<file path="config.mk">
export PLATFORM = sky130hd
export DESIGN_NAME = imu_angle_frame_parser_unit
export DESIGN_NICKNAME = d
export VERILOG_FILES = /design/src/rtl/ifp_pkg.sv /design/src/rtl/imu_angle_frame_parser_unit.sv /design/src/rtl/ifp_collector.sv /design/src/rtl/ifp_out_stage.sv
export SDC_FILE = /design/constraint.sdc
export NUM_CORES = 1
export LEC_CHECK = 0
export BUFFER_PORTS_ARGS = -buffer_cell sky130_fd_sc_hd__buf_4
export CORE_ASPECT_RATIO = 1.5
export CORE_UTILIZATION = 66
export CTS_CLUSTER_DIAMETER = 60
export DETAILED_ROUTE_END_ITERATION = 8
export PLACE_DENSITY = 0.87
export SYNTH_ARGS = -nofsm -noshare
export SYNTH_HDL_FRONTEND = slang
export SYNTH_SLANG_ARGS = --single-unit
export TNS_END_PERCENT = 10
</file>
<file path="constraint.sdc">
create_clock -name clk -period 15.6 [get_ports clk]
set_clock_uncertainty 0.05 [all_clocks]
set_input_delay 1.56 -clock clk [delete_from_list [all_inputs] [get_ports clk]]
set_output_delay 1.56 -clock clk [all_outputs]
set_load 0.02 [all_outputs]
</file>
<file path="src/rtl/ifp_pkg.sv">
// ============================================================================
// ifp_pkg
// Shared constants, the frame type and the angle scaling function for the IMU angle
// frame parser.
// ============================================================================
`default_nettype none

package ifp_pkg;

    localparam int unsigned FRAME_LEN  = 11;
    localparam int unsigned CNT_W      = 4;
    localparam int unsigned NUM_DATA   = 6;
    localparam int unsigned DATA_IDX_W = 3;
    localparam int unsigned ANGLE_W    = 24;

    localparam logic [7:0] HDR_BYTE   = 8'h55;
    localparam logic [7:0] TYPE_ANGLE = 8'h53;

    // Byte positions inside a frame.
    localparam logic [CNT_W-1:0] POS_TYPE       = 4'd1;
    localparam logic [CNT_W-1:0] POS_DATA_FIRST = 4'd2;
    localparam logic [CNT_W-1:0] POS_DATA_LAST  = 4'd7;
    localparam logic [CNT_W-1:0] POS_CHECKSUM   = 4'd10;

    // Result of the byte currently being processed by the collector.
    typedef struct packed {
        logic               hit;
        logic signed [15:0] raw_x;
        logic signed [15:0] raw_y;
        logic signed [15:0] raw_z;
    } ifp_frame_t;

    // Raw times 180 as shifts and adds: 180 = 128 + 32 + 16 + 4.
    function automatic logic signed [ANGLE_W-1:0] scale_angle(
        input logic signed [15:0] raw
    );
        logic signed [ANGLE_W-1:0] ext;
        begin
            ext = ANGLE_W'(raw);
            scale_angle = (ext <<< 7) + (ext <<< 5) + (ext <<< 4) + (ext <<< 2);
        end
    endfunction

endpackage

`default_nettype wire

</file>
<file path="src/rtl/imu_angle_frame_parser_unit.sv">
// ============================================================================
// imu_angle_frame_parser_unit
// Parses 11-byte angle frames from a serial byte stream and emits roll, pitch
// and yaw in degrees scaled by 2^15.
// ============================================================================
//
// Channel   Direction  Handshake              Payload
// -------   ---------  ---------------------  ---------------------------------
// input     in         in_valid / in_stall    rx_byte (8 bit unsigned)
// output    out        out_valid / out_stall  angle_x/y/z (24 bit signed each)
//
// One byte is taken per cycle when the output side keeps up. A byte is first
// captured in an input register, where the frame collector works on it; a
// good frame's angles are loaded into the result register when the checksum
// byte moves on from the input register, and out_valid rises with that load.
// Reset clears the frame state and both valid flags; stored frame bytes are
// not cleared, since each is written within a frame before it is read.
// The input side stalls only when the byte waiting in the input register
// would complete a good frame while the result register still holds a
// result that the receiver is stalling.
// ============================================================================
`default_nettype none

module imu_angle_frame_parser_unit
    import ifp_pkg::*;
(
    input  wire logic                      clk,
    input  wire logic                      rst_n,
    input  wire logic                      in_valid,
    output logic                           in_stall,
    input  wire logic [7:0]                rx_byte,
    output logic                           out_valid,
    input  wire logic                      out_stall,
    output logic signed [ANGLE_W-1:0]      angle_x,
    output logic signed [ANGLE_W-1:0]      angle_y,
    output logic signed [ANGLE_W-1:0]      angle_z
);

    logic       in_valid_reg;
    logic       in_valid_next;
    logic [7:0] in_byte_reg;
    logic       advance;
    logic       step;
    ifp_frame_t frame;

    // The pending byte moves on unless it would produce a result that has
    // nowhere to go.
    assign advance  = !frame.hit || !out_valid || !out_stall;
    assign in_stall = in_valid_reg && !advance;
    assign step     = in_valid_reg && advance;

    assign in_valid_next = in_stall ? 1'b1 : in_valid;

    always_ff @(posedge clk or negedge rst_n)
    begin
        if (!rst_n)
        begin
            in_valid_reg <= 1'b0;
        end
        else
        begin
            in_valid_reg <= in_valid_next;
        end
    end

    always_ff @(posedge clk)
    begin
        if (!in_stall)
        begin
            in_byte_reg <= rx_byte;
        end
    end

    ifp_collector u_collector (
        .clk       (clk),
        .rst_n     (rst_n),
        .step      (step),
        .byte_data (in_byte_reg),
        .frame     (frame)
    );

    ifp_out_stage u_out_stage (
        .clk       (clk),
        .rst_n     (rst_n),
        .load      (step && frame.hit),
        .frame     (frame),
        .out_stall (out_stall),
        .out_valid (out_valid),
        .angle_x   (angle_x),
        .angle_y   (angle_y),
        .angle_z   (angle_z)
    );

    a_stall_cause: assert property (@(posedge clk) disable iff (!rst_n)
        in_stall |-> (out_valid && out_stall && frame.hit))
        else $error("input stalled without a blocked result");

    a_stall_pending: assert property (@(posedge clk) disable iff (!rst_n)
        !in_valid_reg |-> !in_stall)
        else $error("input stalled with an empty input register");

    a_hit_result: assert property (@(posedge clk) disable iff (!rst_n)
        (step && frame.hit) |=> out_valid)
        else $error("good frame produced no result");

endmodule

`default_nettype wire

</file>
<file path="src/rtl/ifp_collector.sv">
// ============================================================================
// ifp_collector
// Frame state, running checksum and storage of the type and angle bytes.
// ============================================================================
`default_nettype none

module ifp_collector
    import ifp_pkg::*;
(
    input  wire logic       clk,
    input  wire logic       rst_n,
    input  wire logic       step,
    input  wire logic [7:0] byte_data,
    output ifp_frame_t      frame
);

    logic             in_frame_reg;
    logic             in_frame_next;
    logic [CNT_W-1:0] count_reg;
    logic [CNT_W-1:0] count_next;
    logic [7:0]       sum_reg;
    logic [7:0]       sum_next;
    logic [7:0]       type_reg;
    logic [7:0]       data_reg [NUM_DATA];
    logic             is_last;
    logic             is_data;
    logic [CNT_W-1:0] data_off;

    assign is_last  = in_frame_reg && (count_reg == POS_CHECKSUM);
    assign is_data  = in_frame_reg && (count_reg >= POS_DATA_FIRST)
                      && (count_reg <= POS_DATA_LAST);
    assign data_off = count_reg - POS_DATA_FIRST;

    // The angle bytes are all stored before the checksum byte arrives.
    assign frame.hit   = is_last && (type_reg == TYPE_ANGLE) && (sum_reg == byte_data);
    assign frame.raw_x = {data_reg[1], data_reg[0]};
    assign frame.raw_y = {data_reg[3], data_reg[2]};
    assign frame.raw_z = {data_reg[5], data_reg[4]};

    always_comb
    begin
        in_frame_next = in_frame_reg;
        count_next    = count_reg;
        sum_next      = sum_reg;
        if (step)
        begin
            if (!in_frame_reg)
            begin
                if (byte_data == HDR_BYTE)
                begin
                    in_frame_next = 1'b1;
                    count_next    = 4'd1;
                    sum_next      = byte_data;
                end
            end
            else if (is_last)
            begin
                in_frame_next = 1'b0;
                count_next    = '0;
            end
            else
            begin
                count_next = count_reg + 4'd1;
                sum_next   = sum_reg + byte_data;
            end
        end
    end

    always_ff @(posedge clk or negedge rst_n)
    begin
        if (!rst_n)
        begin
            in_frame_reg <= 1'b0;
            count_reg    <= '0;
            sum_reg      <= '0;
        end
        else
        begin
            in_frame_reg <= in_frame_next;
            count_reg    <= count_next;
            sum_reg      <= sum_next;
        end
    end

    always_ff @(posedge clk)
    begin
        if (step && in_frame_reg && (count_reg == POS_TYPE))
        begin
            type_reg <= byte_data;
        end
        if (step && is_data)
        begin
            data_reg[data_off[DATA_IDX_W-1:0]] <= byte_data;
        end
    end

    a_count_range: assert property (@(posedge clk) disable iff (!rst_n)
        count_reg <= POS_CHECKSUM)
        else $error("byte count beyond checksum position");

    a_idle_count: assert property (@(posedge clk) disable iff (!rst_n)
        !in_frame_reg |-> (count_reg == '0))
        else $error("byte count nonzero while idle");

    a_frame_count: assert property (@(posedge clk) disable iff (!rst_n)
        in_frame_reg |-> (count_reg != '0))
        else $error("byte count zero inside a frame");

endmodule

`default_nettype wire

</file>
<file path="src/rtl/ifp_out_stage.sv">
// ============================================================================
// ifp_out_stage
// Converts raw angles to scaled degrees and holds the result register.
// ============================================================================
`default_nettype none

module ifp_out_stage
    import ifp_pkg::*;
(
    input  wire logic                      clk,
    input  wire logic                      rst_n,
    input  wire logic                      load,
    input  wire ifp_frame_t                frame,
    input  wire logic                      out_stall,
    output logic                           out_valid,
    output logic signed [ANGLE_W-1:0]      angle_x,
    output logic signed [ANGLE_W-1:0]      angle_y,
    output logic signed [ANGLE_W-1:0]      angle_z
);

    logic                      valid_reg;
    logic                      valid_next;
    logic signed [ANGLE_W-1:0] x_reg;
    logic signed [ANGLE_W-1:0] y_reg;
    logic signed [ANGLE_W-1:0] z_reg;

    assign valid_next = load || (valid_reg && out_stall);

    always_ff @(posedge clk or negedge rst_n)
    begin
        if (!rst_n)
        begin
            valid_reg <= 1'b0;
        end
        else
        begin
            valid_reg <= valid_next;
        end
    end

    always_ff @(posedge clk)
    begin
        if (load)
        begin
            x_reg <= scale_angle(frame.raw_x);
            y_reg <= scale_angle(frame.raw_y);
            z_reg <= scale_angle(frame.raw_z);
        end
    end

    assign out_valid = valid_reg;
    assign angle_x   = x_reg;
    assign angle_y   = y_reg;
    assign angle_z   = z_reg;

    a_no_overwrite: assert property (@(posedge clk) disable iff (!rst_n)
        load |-> (!valid_reg || !out_stall))
        else $error("result register loaded while holding an untaken result");

    a_load_shows: assert property (@(posedge clk) disable iff (!rst_n)
        load |=> valid_reg)
        else $error("loaded result not presented");

    a_load_hit: assert property (@(posedge clk) disable iff (!rst_n)
        load |-> frame.hit)
        else $error("result loaded without a valid frame");

endmodule

`default_nettype wire
</file>
==> run summary <==
PLACED DESIGN
------------------------------------------------------------------------------------
RePlAce Congestion                                                             0.878
Worst setup timing slack at the placement stage                             11770 ps
Detail Placement HPWL                                                       13600 um
Number of instances in the placed design                                        1069
Number of buffers inserted by port buffering                                      79

DETAILED ROUTING
------------------------------------------------------------------------------------
Wire per inst                                                                17.5 um
Count of unresolved DRC violations after routing                                   0
Via Count                                                                       6384
DRT Wirelength                                                              19200 um
Number of DRC markers in iteration 0                                             297
Total iterations of the first detailed-routing run                                 5
Via density per instance                                                        5.80
Post-route antenna net violation count                                             0

STA
------------------------------------------------------------------------------------
Setup Viol. Count Final                                                            0
Period utilisation layout                                                      0.269
Setup slack after layout                                                    11400 ps
Slew at the pin closest to its max-slew limit                                1110 ps
Max Transition Viols Final                                                         0
Final critical-path required period                                          4200 ps
Tightest hold margin                                                          445 ps
Achievable frequency                                                       0.238 GHz
Final hold violation count                                                         0
Worst slew margin relative to its limit                                        0.252
Unrepaired setup endpoints after global routing                                   no
Setup Total Neg Slack                                                           0 ps

FLOORPLANNING
------------------------------------------------------------------------------------
Core box area                                                              14200 um2
Initial cell density of the core                                               0.683
Area of the die                                                            15200 um2
Number of cell rows                                                               53
I/O pin total                                                                     86
Die boundary height                                                           150 um
Overall die width                                                             101 um

SYNTH
------------------------------------------------------------------------------------
Count of distinct cell types in the synthesized netlist                           65
Yosys warns                                                                        0
Netlist area before placement                                               9690 um2
Post-synthesis area per instance                                            12.1 um2
Proportion of synthesized flip-flops having asynchronous set or reset          0.103
Number of cells produced by synthesis                                            802
Most common flop cell mapped by yosys                                       edfxtp_1
Fraction of the yosys area taken by sequential cells                           0.441
Post-synthesis register bit count                                                145
Post-synth EDFFs                                                                 130

GRT
------------------------------------------------------------------------------------
Via count of the first global-routing pass                                      6672
Maximum number of pins on one net before global-route repair                      67
First-pass GRT wire length                                                  31200 um
Number of antenna violations at the first check in global routing                  0
Total grt overflow                                                                 0
Total global routing track utilization                                         0.278

FINISH
------------------------------------------------------------------------------------
Post-layout nets                                                                1069
Fillers                                                                          823
Area added between synthesis and finish                                        14.1%
Ratio of cells with drive above 1 in the final layout                          0.142
Largest register FFs                                                              48
Post-Layout Cell Count                                                          1101
Antenna cells                                                                      0

RUN STATUS
------------------------------------------------------------------------------------
Outcome                                                                 finished clean

POWER AND IR DROP
------------------------------------------------------------------------------------
PD cells                                                                 98.1 nW/um2
Total power                                                                  1080 uW
Leak Pwr                                                                  0.00487 uW
Worst-case vdd ir drop                                                       84.9 uV

CRITICAL PATH
------------------------------------------------------------------------------------
Top fanout value on the critical path                                             10
Cell-by-cell listing of the critical path                               ha_1, nor4b_1, nand2_1, nor3_1, nand2_1, nor2_1, buf_4
Longest individual stage delay on the worst path                              590 ps
Type of the setup path with the least slack                                  reg2out
Worst Path Arrival                                                           2590 ps
Slowest cell on the critical path                                           edfxtp_1
Data required time of the worst path                                        13990 ps
Critical Path Source Type                                                  flip-flop
CP Capture Type                                                         primary output
Worst path most repeated cell                                                nand2_1

CLOCK TREE
------------------------------------------------------------------------------------
Max H-tree Level                                                                   4
Resize count post-CTS                                                              0
Clock root buffer master                                                   clkbuf_16
Clock insertion delay at the later pin of the skew report                     430 ps
CTS buffer count                                                                  17
CTS clock-pin slew for the worst setup and hold paths                          60 ps
Number of clock sinks                                                            145
Max Root-Sink Buffers                                                              2
Post-CTS repair timing setup buffer count                                          0
Post-CTS Hold Buffers                                                              0
TritonCTS clock tree                                                             yes

FLOW RUN
------------------------------------------------------------------------------------
Maxcap violations                                                                  0

WORST HOLD PATH
------------------------------------------------------------------------------------
Hold Crit Class                                                              reg2reg

## cell usage in the layout (no fill, tap or decap), types with 3 or more instances in the layout
master,netlist,layout
nand2_1,32,32
nor3_1,12,12
o21ai_0,16,16
a21oi_1,44,43
nor2b_1,8,8
mux2i_1,6,6
ha_1,79,79
o211ai_1,4,4
nor4bb_1,3,3
o21ai_1,13,13
nand4_1,3,3
xor2_1,15,15
clkinvlp_4,0,6
nand3_1,13,13
fa_1,82,82
and3_1,3,3
dfrtp_1,15,15
o21bai_1,7,7
a21o_1,19,19
nor2_1,35,35
inv_6,0,5
nand2b_1,3,3
conb_1,1,6
clkbuf_16,0,17
edfxtp_1,130,130
o31ai_1,4,4
o21a_1,8,8
a31oi_1,3,3
xnor2_1,32,32
inv_1,156,156
buf_4,6,80
## per-stage QoR
stage | util | area, um2
global placement | 0.740 | 10500
global route | 0.779 | 11100
finish | 0.779 | 11100
CTS | 0.779 | 11100
floorplan | - | 9710
detailed placement | 0.740 | 10500
## kinds of logic (layout without fill, tap and decap cells)
kind of cell,Yosys count,count (layout),synth area share
compound gates,151,151,0.107
xor+xnor,47,47,0.0425
fa+ha+maj,161,161,0.271
buf+inv,166,268,0.0675
flops,145,145,0.441
mux,7,7,0.00736
other cells,1,6,0.000387
simple gates,124,124,0.0623
## report_power, final
part           internal, uW  switching (uW)  total [uW]
logic                  95.6             122         218
registers               449            25.3         474
clock network           221             171         393
## worst max-delay path, delay by kind of cell (launching register included)
family / cells / cell delay [ps]
buffers and inverters: 1 / 180
flip-flops: 1 / 590
adder cells (fa/ha/maj): 1 / 440
AND/OR/NAND/NOR: 5 / 940
## final cells by class
cell class	instances	area [um2]	share of cell area
Multi-Input combinational cell	496	4790	0.433
Sequential cell	145	4280	0.387
Timing Repair Buffer	80	601	0.0543
Inverter	156	586	0.0530
Clock buffer	18	429	0.0388
Tap cell	192	240	0.0217
Clock inverter	14	133	0.0120
## final timing paths
check,start,endpoint,slack [ps],cells after the start
min in group asynchronous,rst_n,u_collector.sum_reg[1]$_DFFE_PN0P_,930,1
max in group asynchronous,rst_n,u_collector.count_reg[0]$_DFFE_PN0P_,14380,1
setup reg to reg,u_collector.data_reg[0][1]$_DFFE_PP_,u_out_stage.angle_x[22]$_DFFE_PP_,11790,13
hold reg to reg,u_collector.sum_reg[4]$_DFFE_PN0P_,u_collector.sum_reg[4]$_DFFE_PN0P_,440,2
hold / removal,u_collector.sum_reg[4]$_DFFE_PN0P_,u_collector.sum_reg[4]$_DFFE_PN0P_,440,2
setup / recovery,in_byte_reg[2]$_DFFE_PN_,in_stall,11400,7
## per-layer routing
metal / track usage / share of wire
met1: 0.303 / 0.36
met2: 0.505 / 0.55
met3: 0.0539 / 0.049
met4: 0.151 / 0.038
met5: 0 / 0
## cell usage after synthesis (2+ instances only)
master	instances	area, um2
o21ai_1	13	65.1
clkbuf_1	2	7.51
a211oi_2	2	25.0
buf_4	6	45.0
o21bai_1	7	52.6
a21oi_1	44	220
inv_1	156	586
nor4_1	2	12.5
nand2_1	32	120
a211oi_1	2	15.0
o21a_1	8	60.1
dfrtp_1	15	375
edfxtp_1	130	3900
a21oi_2	2	17.5
nor2_1	35	131
nand2b_1	3	18.8
xnor2_1	32	280
a22o_1	2	17.5
o2111ai_1	2	17.5
o21ai_0	16	80.1
nor4bb_1	3	30.0
o31a_1	2	17.5
o211ai_1	4	30.0
a31oi_1	3	18.8
a2111oi_2	2	30.0
nand4_1	3	18.8
or2_2	2	12.5
and3_1	3	18.8
o31ai_1	4	30.0
ha_1	79	988
and4_1	2	17.5
nor2b_1	8	50.1
xor2_1	15	131
a211o_1	2	17.5
fa_1	82	1640
nand3_1	13	65.1
a311oi_1	2	17.5
mux2i_1	6	60.1
a21o_1	19	143
nor3_1	12	60.1
(Power assumes the default switching activity.)
